File: config.mk
export PLATFORM = sky130hd
export DESIGN_NAME = single_cluster_file_table_flat
export DESIGN_NICKNAME = d
export VERILOG_FILES = /design/src/rtl/scft_pkg.sv /design/src/rtl/scft_in_if.sv /design/src/rtl/scft_out_if.sv /design/src/rtl/scft_ram.sv /design/src/rtl/scft_seq.sv /design/src/rtl/single_cluster_file_table.sv /design/src/flat_wrapper.sv
export SDC_FILE = /design/constraint.sdc
export NUM_CORES = 2
export LEC_CHECK = 0
export ABC_AREA = 1
export BUFFER_PORTS_ARGS = -buffer_cell sky130_fd_sc_hd__buf_4
export CELL_PAD_IN_SITES_DETAIL_PLACEMENT = 0
export CELL_PAD_IN_SITES_GLOBAL_PLACEMENT = 1
export CORE_UTILIZATION = 30
export DETAILED_ROUTE_END_ITERATION = 10
export HOLD_SLACK_MARGIN = 0.05
export PLACE_DENSITY = 0.52
export SLEW_MARGIN = 15
export SYNTH_ARGS = -nofsm -noshare
export SYNTH_HDL_FRONTEND = slang
export SYNTH_SLANG_ARGS = --single-unit
File: constraint.sdc
create_clock -name clk_i -period 8.4 [get_ports clk_i]
set_input_delay 0 -clock clk_i [delete_from_list [all_inputs] [get_ports clk_i]]
set_output_delay 0 -clock clk_i [all_outputs]
set_load 0.02 [all_outputs]
File: src/rtl/scft_pkg.sv
`timescale 1ns / 1ps
// ----------------------------------------------------------------------------
// scft_pkg: shared types and constants of the file table
// Field widths, operation and status codes, and the request and result
// records passed between the front end and the sequencer.
// ----------------------------------------------------------------------------
package scft_pkg;

  localparam int BYTE_W     = 8;
  localparam int NAME_BYTES = 8;
  localparam int DATA_BYTES = 8;
  localparam int NAME_W     = NAME_BYTES * BYTE_W;
  localparam int DATA_W     = DATA_BYTES * BYTE_W;
  localparam int FUNC_W     = 2;
  localparam int LEN_W      = 4;
  localparam int IDX_W      = 4;
  localparam int STATUS_W   = 3;

  typedef enum logic [FUNC_W-1:0] {
    FUNC_WRITE  = 2'd0,
    FUNC_READ   = 2'd1,
    FUNC_REMOVE = 2'd2,
    FUNC_LIST   = 2'd3
  } func_e;

  typedef enum logic [STATUS_W-1:0] {
    ST_OK        = 3'd0,
    ST_NODIR     = 3'd1,
    ST_NOCLUSTER = 3'd2,
    ST_NOTFOUND  = 3'd3,
    ST_EMPTY     = 3'd4
  } status_e;

  // Request after name normalisation, length saturation and data masking
  typedef struct packed {
    func_e             func;
    logic [NAME_W-1:0] name;
    logic [DATA_W-1:0] data;
    logic [LEN_W-1:0]  len;
  } req_t;

  typedef struct packed {
    status_e           status;
    logic [IDX_W-1:0]  entry_index;
    logic [IDX_W-1:0]  data_cluster;
    logic [NAME_W-1:0] entry_name;
    logic [DATA_W-1:0] entry_data;
    logic [LEN_W-1:0]  entry_len;
    logic              last;
  } res_t;

endpackage

File: src/rtl/scft_in_if.sv
`timescale 1ns / 1ps
// ----------------------------------------------------------------------------
// scft_in_if: command channel
// Valid/ready channel carrying one file table command per beat.
// ----------------------------------------------------------------------------
interface scft_in_if;
  logic                        valid;
  logic                        ready;
  logic [scft_pkg::FUNC_W-1:0] func;
  logic [scft_pkg::NAME_W-1:0] file_name;
  logic [scft_pkg::DATA_W-1:0] file_data;
  logic [scft_pkg::LEN_W-1:0]  file_len;

  modport source (output valid, func, file_name, file_data, file_len, input ready);
  modport sink   (input valid, func, file_name, file_data, file_len, output ready);
endinterface

File: src/rtl/scft_out_if.sv
`timescale 1ns / 1ps
// ----------------------------------------------------------------------------
// scft_out_if: result channel
// Valid/ready channel carrying one file table result per beat.
// ----------------------------------------------------------------------------
interface scft_out_if;
  logic                          valid;
  logic                          ready;
  logic [scft_pkg::STATUS_W-1:0] status;
  logic [scft_pkg::IDX_W-1:0]    entry_index;
  logic [scft_pkg::IDX_W-1:0]    data_cluster;
  logic [scft_pkg::NAME_W-1:0]   entry_name;
  logic [scft_pkg::DATA_W-1:0]   entry_data;
  logic [scft_pkg::LEN_W-1:0]    entry_len;
  logic                          last;

  modport source (output valid, status, entry_index, data_cluster, entry_name,
                  entry_data, entry_len, last, input ready);
  modport sink   (input valid, status, entry_index, data_cluster, entry_name,
                  entry_data, entry_len, last, output ready);
endinterface

File: src/rtl/scft_ram.sv
`timescale 1ns / 1ps
// ----------------------------------------------------------------------------
// scft_ram: generic simple dual-port RAM
// One write port, one read port, read data registered.
// ----------------------------------------------------------------------------
module scft_ram #(
  parameter int WIDTH = 64,
  parameter int DEPTH = 16,
  localparam int AW   = (DEPTH > 1) ? $clog2(DEPTH) : 1
) (
  input  logic             clk_i,
  input  logic             we_i,
  input  logic [AW-1:0]    waddr_i,
  input  logic [WIDTH-1:0] wdata_i,
  input  logic [AW-1:0]    raddr_i,
  output logic [WIDTH-1:0] rdata_o
);

  logic [WIDTH-1:0] mem_q [DEPTH];
  logic [WIDTH-1:0] rdata_q;

  always_ff @(posedge clk_i) begin
    if (we_i) begin
      mem_q[waddr_i] <= wdata_i;
    end
    rdata_q <= mem_q[raddr_i];
  end

  assign rdata_o = rdata_q;

endmodule

File: src/rtl/scft_seq.sv
`timescale 1ns / 1ps
// ----------------------------------------------------------------------------
// scft_seq: command sequencer of the file table
// Walks the directory and cluster map one index at a time with a shared
// counter and name comparator, owns the directory and cluster RAMs, and
// holds the result register.
// ----------------------------------------------------------------------------
module scft_seq #(
  parameter int DIR_ENTRIES = 16,
  parameter int CLUSTERS    = 16
) (
  input  logic           clk_i,
  input  logic           rst_ni,
  input  logic           req_valid_i,
  output logic           req_ready_o,
  input  scft_pkg::req_t req_i,
  output logic           res_valid_o,
  input  logic           res_ready_i,
  output scft_pkg::res_t res_o
);

  localparam int DAW      = (DIR_ENTRIES > 1) ? $clog2(DIR_ENTRIES) : 1;
  localparam int CAW      = (CLUSTERS > 1) ? $clog2(CLUSTERS) : 1;
  localparam int SCAN_MAX = (DIR_ENTRIES > CLUSTERS) ? DIR_ENTRIES : CLUSTERS;
  localparam int SW       = $clog2(SCAN_MAX + 1);
  localparam int OW       = $clog2(DIR_ENTRIES + 1);
  localparam int DIR_W    = scft_pkg::NAME_W + scft_pkg::LEN_W + CAW;
  localparam logic [SW-1:0] DIR_END = SW'(DIR_ENTRIES);
  localparam logic [SW-1:0] CLU_END = SW'(CLUSTERS);

  typedef enum logic [2:0] {
    S_IDLE,
    S_WR_SLOT,
    S_WR_CLU,
    S_DIR_SCAN,
    S_DIR_CMP,
    S_FETCH,
    S_EMIT
  } state_e;

  state_e                       state_q, state_d;
  logic [SW-1:0]                idx_q, idx_d;
  logic [OW-1:0]                emit_cnt_q, emit_cnt_d;
  logic [OW-1:0]                occ_cnt_q, occ_cnt_d;
  logic [DIR_ENTRIES-1:0]       occupied_q, occupied_d;
  logic [CLUSTERS-1:0]          used_q, used_d;
  logic                         out_valid_q, out_valid_d;

  scft_pkg::req_t               req_q, req_d;
  logic [DAW-1:0]               st_slot_q, st_slot_d;
  logic [CAW-1:0]               st_clu_q, st_clu_d;
  logic [scft_pkg::NAME_W-1:0]  st_name_q, st_name_d;
  logic [scft_pkg::LEN_W-1:0]   st_len_q, st_len_d;
  scft_pkg::status_e            st_status_q, st_status_d;
  logic                         st_last_q, st_last_d;
  scft_pkg::res_t               out_q, out_d;

  logic                         dir_we;
  logic [DIR_W-1:0]             dir_wdata;
  logic [DIR_W-1:0]             dir_rdata;
  logic                         clu_we;
  logic [scft_pkg::DATA_W-1:0]  clu_rdata;

  logic [scft_pkg::NAME_W-1:0]  rd_name;
  logic [scft_pkg::LEN_W-1:0]   rd_len;
  logic [CAW-1:0]               rd_clu;
  logic                         name_hit;
  logic                         out_free;

  assign dir_wdata = {req_q.name, req_q.len, idx_q[CAW-1:0]};
  assign rd_name   = dir_rdata[DIR_W-1 -: scft_pkg::NAME_W];
  assign rd_len    = dir_rdata[CAW +: scft_pkg::LEN_W];
  assign rd_clu    = dir_rdata[CAW-1:0];
  assign name_hit  = (req_q.func == scft_pkg::FUNC_LIST) || (rd_name == req_q.name);
  assign out_free  = !out_valid_q || res_ready_i;

  scft_ram #(
    .WIDTH (DIR_W),
    .DEPTH (DIR_ENTRIES)
  ) u_dir_ram (
    .clk_i   (clk_i),
    .we_i    (dir_we),
    .waddr_i (st_slot_q),
    .wdata_i (dir_wdata),
    .raddr_i (idx_q[DAW-1:0]),
    .rdata_o (dir_rdata)
  );

  scft_ram #(
    .WIDTH (scft_pkg::DATA_W),
    .DEPTH (CLUSTERS)
  ) u_clu_ram (
    .clk_i   (clk_i),
    .we_i    (clu_we),
    .waddr_i (idx_q[CAW-1:0]),
    .wdata_i (req_q.data),
    .raddr_i (st_clu_q),
    .rdata_o (clu_rdata)
  );

  always_comb begin
    state_d     = state_q;
    idx_d       = idx_q;
    emit_cnt_d  = emit_cnt_q;
    occ_cnt_d   = occ_cnt_q;
    occupied_d  = occupied_q;
    used_d      = used_q;
    out_valid_d = out_valid_q;
    req_d       = req_q;
    st_slot_d   = st_slot_q;
    st_clu_d    = st_clu_q;
    st_name_d   = st_name_q;
    st_len_d    = st_len_q;
    st_status_d = st_status_q;
    st_last_d   = st_last_q;
    out_d       = out_q;
    dir_we      = 1'b0;
    clu_we      = 1'b0;

    // drop the result once taken
    if (out_valid_q && res_ready_i) begin
      out_valid_d = 1'b0;
    end

    unique case (state_q)
      S_IDLE: begin
        if (req_valid_i) begin
          req_d       = req_i;
          idx_d       = '0;
          emit_cnt_d  = '0;
          st_last_d   = 1'b1;
          st_status_d = scft_pkg::ST_OK;
          unique case (req_i.func)
            scft_pkg::FUNC_WRITE: begin
              if (req_i.name == '0) begin
                st_status_d = scft_pkg::ST_NOTFOUND;
                state_d     = S_EMIT;
              end else begin
                state_d = S_WR_SLOT;
              end
            end
            scft_pkg::FUNC_READ, scft_pkg::FUNC_REMOVE: begin
              if (req_i.name == '0) begin
                st_status_d = scft_pkg::ST_NOTFOUND;
                state_d     = S_EMIT;
              end else begin
                state_d = S_DIR_SCAN;
              end
            end
            scft_pkg::FUNC_LIST: begin
              if (occ_cnt_q == '0) begin
                st_status_d = scft_pkg::ST_EMPTY;
                state_d     = S_EMIT;
              end else begin
                state_d = S_DIR_SCAN;
              end
            end
          endcase
        end
      end

      S_WR_SLOT: begin
        if (idx_q == DIR_END) begin
          st_status_d = scft_pkg::ST_NODIR;
          state_d     = S_EMIT;
        end else if (!occupied_q[idx_q[DAW-1:0]]) begin
          st_slot_d = idx_q[DAW-1:0];
          idx_d     = '0;
          state_d   = S_WR_CLU;
        end else begin
          idx_d = idx_q + 1'b1;
        end
      end

      S_WR_CLU: begin
        if (idx_q == CLU_END) begin
          st_status_d = scft_pkg::ST_NOCLUSTER;
          state_d     = S_EMIT;
        end else if (!used_q[idx_q[CAW-1:0]]) begin
          // commit the file, then read the cluster back for the result
          dir_we                  = 1'b1;
          clu_we                  = 1'b1;
          occupied_d[st_slot_q]   = 1'b1;
          used_d[idx_q[CAW-1:0]]  = 1'b1;
          occ_cnt_d               = occ_cnt_q + 1'b1;
          st_clu_d                = idx_q[CAW-1:0];
          st_name_d               = req_q.name;
          st_len_d                = req_q.len;
          state_d                 = S_FETCH;
        end else begin
          idx_d = idx_q + 1'b1;
        end
      end

      S_DIR_SCAN: begin
        if (idx_q == DIR_END) begin
          st_status_d = scft_pkg::ST_NOTFOUND;
          state_d     = S_EMIT;
        end else if (occupied_q[idx_q[DAW-1:0]]) begin
          state_d = S_DIR_CMP;
        end else begin
          idx_d = idx_q + 1'b1;
        end
      end

      S_DIR_CMP: begin
        if (name_hit) begin
          st_slot_d = idx_q[DAW-1:0];
          st_clu_d  = rd_clu;
          st_name_d = rd_name;
          st_len_d  = rd_len;
          st_last_d = (req_q.func != scft_pkg::FUNC_LIST) ||
                      (OW'(emit_cnt_q + 1'b1) == occ_cnt_q);
          state_d   = S_FETCH;
        end else begin
          idx_d   = idx_q + 1'b1;
          state_d = S_DIR_SCAN;
        end
      end

      S_FETCH: begin
        state_d = S_EMIT;
      end

      S_EMIT: begin
        if (out_free) begin
          out_valid_d = 1'b1;
          out_d       = '0;
          out_d.status = st_status_q;
          out_d.last   = st_last_q;
          if (st_status_q == scft_pkg::ST_OK) begin
            out_d.entry_index  = scft_pkg::IDX_W'(st_slot_q);
            out_d.data_cluster = scft_pkg::IDX_W'(st_clu_q);
            out_d.entry_name   = st_name_q;
            out_d.entry_data   = clu_rdata;
            out_d.entry_len    = st_len_q;
            if (req_q.func == scft_pkg::FUNC_REMOVE) begin
              occupied_d[st_slot_q] = 1'b0;
              used_d[st_clu_q]      = 1'b0;
              occ_cnt_d             = occ_cnt_q - 1'b1;
            end
          end
          if (st_last_q) begin
            state_d = S_IDLE;
          end else begin
            emit_cnt_d = emit_cnt_q + 1'b1;
            idx_d      = idx_q + 1'b1;
            state_d    = S_DIR_SCAN;
          end
        end
      end
    endcase
  end

  always_ff @(posedge clk_i or negedge rst_ni) begin
    if (!rst_ni) begin
      state_q     <= S_IDLE;
      idx_q       <= '0;
      emit_cnt_q  <= '0;
      occ_cnt_q   <= '0;
      occupied_q  <= '0;
      used_q      <= '0;
      out_valid_q <= 1'b0;
    end else begin
      state_q     <= state_d;
      idx_q       <= idx_d;
      emit_cnt_q  <= emit_cnt_d;
      occ_cnt_q   <= occ_cnt_d;
      occupied_q  <= occupied_d;
      used_q      <= used_d;
      out_valid_q <= out_valid_d;
    end
  end

  always_ff @(posedge clk_i) begin
    req_q       <= req_d;
    st_slot_q   <= st_slot_d;
    st_clu_q    <= st_clu_d;
    st_name_q   <= st_name_d;
    st_len_q    <= st_len_d;
    st_status_q <= st_status_d;
    st_last_q   <= st_last_d;
    out_q       <= out_d;
  end

  assign req_ready_o = (state_q == S_IDLE);
  assign res_valid_o = out_valid_q;
  assign res_o       = out_q;

endmodule

File: src/rtl/single_cluster_file_table.sv
`timescale 1ns / 1ps
// ----------------------------------------------------------------------------
// single_cluster_file_table: flat file table with one cluster per file
// Directory of named entries, cluster-use map and cluster data store.
// Commands write, read, remove and list files; each file holds one cluster.
// ----------------------------------------------------------------------------
//
//  Channel | Dir | Beat carries                                   | Beats per command
//  --------+-----+------------------------------------------------+---------------------
//  in_i    | in  | func, file_name, file_data, file_len           | 1
//  out_o   | out | status, indexes, name, data, len and last      | 1; list 1..DIR_ENTRIES
//
//  One command at a time; the shared scan counter visits one slot or
//  cluster at a time. Write scans for a free directory slot, then for a
//  free cluster. Read and remove scan the directory and compare the name at
//  each occupied slot. List emits one beat per occupied entry in slot order;
//  an empty table answers with the empty status and no scan.
//  Reset clears the occupancy and cluster-use maps at once; no clearing pass.
//  A held result does not block the next command from being taken; a stalled
//  output holds the sequencer in its emit step until the beat is taken.
//
module single_cluster_file_table #(
  parameter int DIR_ENTRIES   = 16,
  parameter int CLUSTERS      = 16,
  parameter int NAME_CHARS    = 8,
  parameter int CLUSTER_BYTES = 8
) (
  input  logic       clk_i,
  input  logic       rst_ni,
  scft_in_if.sink    in_i,
  scft_out_if.source out_o
);

  scft_pkg::req_t               req;
  scft_pkg::res_t               res;
  logic                         res_valid;
  logic                         name_alive;
  logic [scft_pkg::NAME_W-1:0]  name_norm;
  logic [scft_pkg::LEN_W-1:0]   len_sat;
  logic [scft_pkg::DATA_W-1:0]  data_masked;

  // Keep the name up to NAME_CHARS bytes and cut it at its first zero byte
  always_comb begin
    name_norm  = '0;
    name_alive = 1'b1;
    for (int i = 0; i < scft_pkg::NAME_BYTES; i++) begin
      if (name_alive && (i < NAME_CHARS) &&
          (in_i.file_name[scft_pkg::BYTE_W*i +: scft_pkg::BYTE_W] != '0)) begin
        name_norm[scft_pkg::BYTE_W*i +: scft_pkg::BYTE_W] =
          in_i.file_name[scft_pkg::BYTE_W*i +: scft_pkg::BYTE_W];
      end else begin
        name_alive = 1'b0;
      end
    end
  end

  // Saturate the length to one cluster
  assign len_sat = (in_i.file_len > scft_pkg::LEN_W'(CLUSTER_BYTES)) ?
                   scft_pkg::LEN_W'(CLUSTER_BYTES) : in_i.file_len;

  // Zero the data bytes beyond the stored length
  always_comb begin
    for (int i = 0; i < scft_pkg::DATA_BYTES; i++) begin
      data_masked[scft_pkg::BYTE_W*i +: scft_pkg::BYTE_W] =
        (scft_pkg::LEN_W'(i) < len_sat) ?
        in_i.file_data[scft_pkg::BYTE_W*i +: scft_pkg::BYTE_W] : '0;
    end
  end

  assign req.func = scft_pkg::func_e'(in_i.func);
  assign req.name = name_norm;
  assign req.data = data_masked;
  assign req.len  = len_sat;

  scft_seq #(
    .DIR_ENTRIES (DIR_ENTRIES),
    .CLUSTERS    (CLUSTERS)
  ) u_seq (
    .clk_i       (clk_i),
    .rst_ni      (rst_ni),
    .req_valid_i (in_i.valid),
    .req_ready_o (in_i.ready),
    .req_i       (req),
    .res_valid_o (res_valid),
    .res_ready_i (out_o.ready),
    .res_o       (res)
  );

  // Result beat straight from the sequencer's output register
  assign out_o.valid        = res_valid;
  assign out_o.status       = res.status;
  assign out_o.entry_index  = res.entry_index;
  assign out_o.data_cluster = res.data_cluster;
  assign out_o.entry_name   = res.entry_name;
  assign out_o.entry_data   = res.entry_data;
  assign out_o.entry_len    = res.entry_len;
  assign out_o.last         = res.last;

endmodule
File: src/flat_wrapper.sv
// flat-port wrapper written by rule: the top's interface ports become plain ports
module single_cluster_file_table_flat 
#(
  parameter int DIR_ENTRIES   = 16,
  parameter int CLUSTERS      = 16,
  parameter int NAME_CHARS    = 8,
  parameter int CLUSTER_BYTES = 8
)
  (clk_i, rst_ni, in_i_valid, in_i_func, in_i_file_name, in_i_file_data, in_i_file_len, in_i_ready, out_o_valid, out_o_status, out_o_entry_index, out_o_data_cluster, out_o_entry_name, out_o_entry_data, out_o_entry_len, out_o_last, out_o_ready);
  scft_in_if in_i_i ();
  scft_out_if out_o_i ();
  input  logic clk_i;
  input  logic rst_ni;
  input wire logic [$bits(in_i_i.valid)-1:0] in_i_valid;
  input wire logic [$bits(in_i_i.func)-1:0] in_i_func;
  input wire logic [$bits(in_i_i.file_name)-1:0] in_i_file_name;
  input wire logic [$bits(in_i_i.file_data)-1:0] in_i_file_data;
  input wire logic [$bits(in_i_i.file_len)-1:0] in_i_file_len;
  output wire logic [$bits(in_i_i.ready)-1:0] in_i_ready;
  output wire logic [$bits(out_o_i.valid)-1:0] out_o_valid;
  output wire logic [$bits(out_o_i.status)-1:0] out_o_status;
  output wire logic [$bits(out_o_i.entry_index)-1:0] out_o_entry_index;
  output wire logic [$bits(out_o_i.data_cluster)-1:0] out_o_data_cluster;
  output wire logic [$bits(out_o_i.entry_name)-1:0] out_o_entry_name;
  output wire logic [$bits(out_o_i.entry_data)-1:0] out_o_entry_data;
  output wire logic [$bits(out_o_i.entry_len)-1:0] out_o_entry_len;
  output wire logic [$bits(out_o_i.last)-1:0] out_o_last;
  input wire logic [$bits(out_o_i.ready)-1:0] out_o_ready;
  assign in_i_i.valid = in_i_valid;
  assign in_i_i.func = in_i_func;
  assign in_i_i.file_name = in_i_file_name;
  assign in_i_i.file_data = in_i_file_data;
  assign in_i_i.file_len = in_i_file_len;
  assign in_i_ready = in_i_i.ready;
  assign out_o_valid = out_o_i.valid;
  assign out_o_status = out_o_i.status;
  assign out_o_entry_index = out_o_i.entry_index;
  assign out_o_data_cluster = out_o_i.data_cluster;
  assign out_o_entry_name = out_o_i.entry_name;
  assign out_o_entry_data = out_o_i.entry_data;
  assign out_o_entry_len = out_o_i.entry_len;
  assign out_o_last = out_o_i.last;
  assign out_o_i.ready = out_o_ready;
  single_cluster_file_table #(.DIR_ENTRIES(DIR_ENTRIES), .CLUSTERS(CLUSTERS), .NAME_CHARS(NAME_CHARS), .CLUSTER_BYTES(CLUSTER_BYTES)) u_core (.clk_i(clk_i), .rst_ni(rst_ni), .in_i(in_i_i), .out_o(out_o_i));
endmodule
==> results by group <==
Timing
  • Total negative setup slack: 0 ns
  • Tmin final: ~5.1 ns
  • Final Hold Vio Count: 0
  • Fin. max-slew vios: 0
  • Fmax: around 0.20 GHz
  • Final Setup Violations: 0
  • Crit share post-route: 0.6024
  • Final worst setup slack: 3.340 ns
  • Slew at the pin closest to its max-slew limit: ~1.1 ns
  • Final hold slack: between 0.08 and 0.09 ns
  • RSZ-0062 raised after global routing: false
  • Worst-case clock skew: between 0.04 and 0.05 ns
  • Rel. slew slack: 0.2523

Synthesis
  • Gate Count Post-Synth: about 7,800
  • Leading post-synthesis cells by cell area: edfxtp_1 (73%), nor2_1 (3.4%), o21ai_0 (3.3%)
  • Net Count, Synth: between 7,000 and 8,000
  • Top_reg_cell synth: edfxtp_1
  • Top cell type's share of synthesized area: 0.7309
  • Most frequent cell after synthesis: edfxtp_1
  • Register bit total from synthesis: around 2,700
  • Largest area contributor in the netlist: edfxtp_1
  • Sequential share of the synthesized area: 0.7693
  • Ys Warns: 0
  • Yosys cell types: 48
  • Cell Area, Synth: between 100,000 and 150,000 um2
  • Asr flop ratio synth: 0.01874
  • Number of flops mapped to enable cells by yosys: 2,534
  • Per-instance average area after synthesis: about 13 um2
  • Synth cell count leaders: edfxtp_1 (2,534), nor2_1 (952), nand2_1 (744)

Finish
  • Synthesis-to-finish area growth: 19.41%
  • Number of fill cells in the layout: 33,120
  • Layout Utilization: 0.3613
  • Final nets: roughly 8,500
  • Layout cells sized above 1: 0.1069
  • Non-Filler Instances: about 13,000
  • Cell area after layout: 124,300 um2

Outcome
  • Outcome: complete, no violations

Route
  • Vias: 64,210
  • Wire per inst: 23.64 um
  • Number of DRC markers in iteration 0: around 4,800
  • Routed vias/inst: 4.894
  • Post-route ant nets: 0
  • Residual DRC count: 0
  • Total Wirelength: approximately 310,000 um
  • Detailed Routing Iterations Pass 1: 5

Setup path
  • Kind of cell adding the most delay to the critical path: buffers and inverters
  • CP Launch Type: register
  • Crit path from: u_core.u_seq.idx_q[1]
  • CP Capture Type: register
  • Largest stage delay on the critical path: about 0.76 ns
  • WP data arrival: ~5.7 ns
  • Worst R2R Setup Slack: about 3.3 ns
  • CP cell instances: inv_8 -> buf_4 -> o211ai_1 -> nand2_1 -> nand2_1 -> nand2_1 -> nor2_2 -> nand3_2 -> buf_4 -> inv_1 -> nand2_1 -> inv_4 -> buf_4
  • Critical path's most frequent cell: nand2_1
  • Critical path class: reg2reg
  • Worst path buffer plus inverter count: 6
  • Reg2Reg Capture Point: u_core.u_seq.u_dir_ram.mem_q[7][1]
  • Reg2reg start: u_core.u_seq.idx_q[1]
  • Max FO, Critical Path: 109
  • Worst r2r path cells: 13
  • Max stage delay cell, worst path: buf_4
  • WP depth: 13
  • WP data required: ~9.0 ns
  • Crit path to: u_core.u_seq.u_dir_ram.mem_q[7][1]

Clock tree
  • CTS clk-pin slew, worst paths: ~0.060 ns
  • Total setup buffers inserted after CTS: 0
  • CTS tree: built
  • Clock sink total: approximately 2,700
  • Post-CTS Hold Buffers: 319
  • H-tree Lvls: 5
  • Cts bufs inserted: 307
  • CTS-repair resized insts: 0
  • Clock latency on the worst-skew pair: between 0.9 and 1 ns
  • Root Buffer: clkbuf_16
  • Worst-case clock buffer depth: 4

Floorplan
  • Core Footprint: ~340,000 um2
  • Die Y-Extent: between 500 and 600 um
  • Initial Util: 0.3026
  • Site Rows: roughly 220
  • Die X: slightly below 600 um
  • Die area: approximately 350,000 um2
  • # IOs: 284

Placement
  • Placed Cells: 12,240
  • IO Port Bufs: between 200 and 300
  • Cell Area, Placed: 111,300 um2
  • Routability cong.: ~0.74
  • Post-DP HPWL: between 150,000 and 200,000 um
  • Pre-CTS setup slack: around 3.3 ns

Pwr
  • P_leak: around 42 nW
  • Tot Pwr: 37.70 mW
  • VDD IR max: between 0.0002 and 0.00025 V
  • Power Density: 303.3 nW/um2

Run
  • Max-cap violation count: 0

GRT
  • Pin count of the biggest net entering global routing: 207
  • Number of global-route vias before repair: 64,320
  • Antenna violations before repair: 6
  • GRT overflow: 0
  • GRT Total Usage: 0.1732
  • First-pass GRT wire length: about 450,000 um

Worst hold path
  • Class of the tightest hold or removal check: in2reg
  • Hold path cells: 4
-- final cells by class --
type                    instances  area, um2  share of cell area
multi-input cells            4085      20470              0.1647
flip-flops and latches       2721      80100              0.6443
clock inverters               137       1299             0.01045
diodes                          4      10.01          0.00008052
repair buffers                728       6414             0.05159
inverters                     464       1787             0.01437
clock buffers                 424       8532             0.06863
well taps                    4557       5702             0.04587
-- per-layer routing --
metal | vias to the layer above | track usage | part of all wire
li1 | 29600 | - | -
met1 | 32690 | 0.2246 | 0.43
met2 | 1515 | 0.3067 | 0.51
met3 | 413 | 0.01861 | 0.039
met4 | 0 | 0.04666 | 0.024
met5 | - | 0 | 0
-- registers in the layout (all words and copies together), names as in the netlist, 5 cells and up, named ones only --
register / count
u_core.u_seq.u_clu_ram.rdata_o: 64
u_core.u_seq.st_name_q: 64
u_core.u_seq.u_dir_ram.mem_q: 1152
u_core.u_seq.dir_wdata: 68
u_core.u_seq.emit_cnt_q: 5
u_core.u_seq.occ_cnt_q: 5
u_core.u_seq.res_o: 144
u_core.u_seq.u_clu_ram.mem_q: 1024
u_core.u_seq.used_q: 16
u_core.u_seq.idx_q: 5
u_core.u_seq.req_q: 66
u_core.u_seq.u_dir_ram.rdata_o: 72
-- worst min-delay path, stage by stage --
cell           delay, ns
dlygate4sd3_1       0.53
buf_4               0.10
inv_1               0.10
nor2_1              0.13
-- report_power, final --
group / internal (mW) / switching, mW
clock: 7.69 / 5.50
combinational: 1.96 / 5.26
sequential: 16.3 / 0.971
-- cells in the final DEF (no fill, tap or decap), drive strengths merged, types with 6 or more instances in the layout --
| master | synthesis | final |
|---|---|---|
| xor2 | 18 | 18 |
| a21oi | 23 | 23 |
| nor2 | 961 | 961 |
| dlygate4sd3 | 0 | 318 |
| nand2 | 748 | 748 |
| buf | 165 | 410 |
| nand3 | 537 | 537 |
| o211ai | 6 | 6 |
| nor3 | 28 | 28 |
| dfxtp | 136 | 136 |
| nand4 | 99 | 99 |
| dfrtp | 51 | 51 |
| o21ai | 710 | 710 |
| a22oi | 256 | 256 |
| edfxtp | 2534 | 2534 |
| or2 | 66 | 66 |
| inv | 461 | 472 |
| ha | 10 | 10 |
| clkinv | 3 | 109 |
| or3 | 64 | 64 |
| a31oi | 257 | 257 |
| clkbuf | 318 | 424 |
| bufinv | 0 | 18 |
| o22ai | 289 | 289 |
-- logic make-up after synthesis --
kind of cell             after synthesis  share of synthesized area
flip-flops                          2721                     0.7693
AND/OR/NAND/NOR                     2509                     0.1038
buffers and inverters                947                    0.03643
adder cells (fa/ha/maj)               11                   0.001394
XOR/XNOR                              21                   0.001767
AO/OA/AOI/OAI                       1544                    0.08731
-- how the worst min path moves through the flow --
stage / start / end / slack [ns]
after detailed placement: rst_ni / u_core.u_seq.res_valid_o / 0.10
after global routing: out_o_ready / u_core.u_seq.state_q[2] / 0.08
after global placement: rst_ni / u_core.u_seq.res_valid_o / 0.1
after CTS: in_i_file_name[58] / u_core.u_seq.dir_wdata[66] / 0.05
final: in_i_file_data[26] / u_core.u_seq.req_q[30] / 0.09
after floorplan: rst_ni / async pin / -0.30
Power figures use the tool's default switching activity.
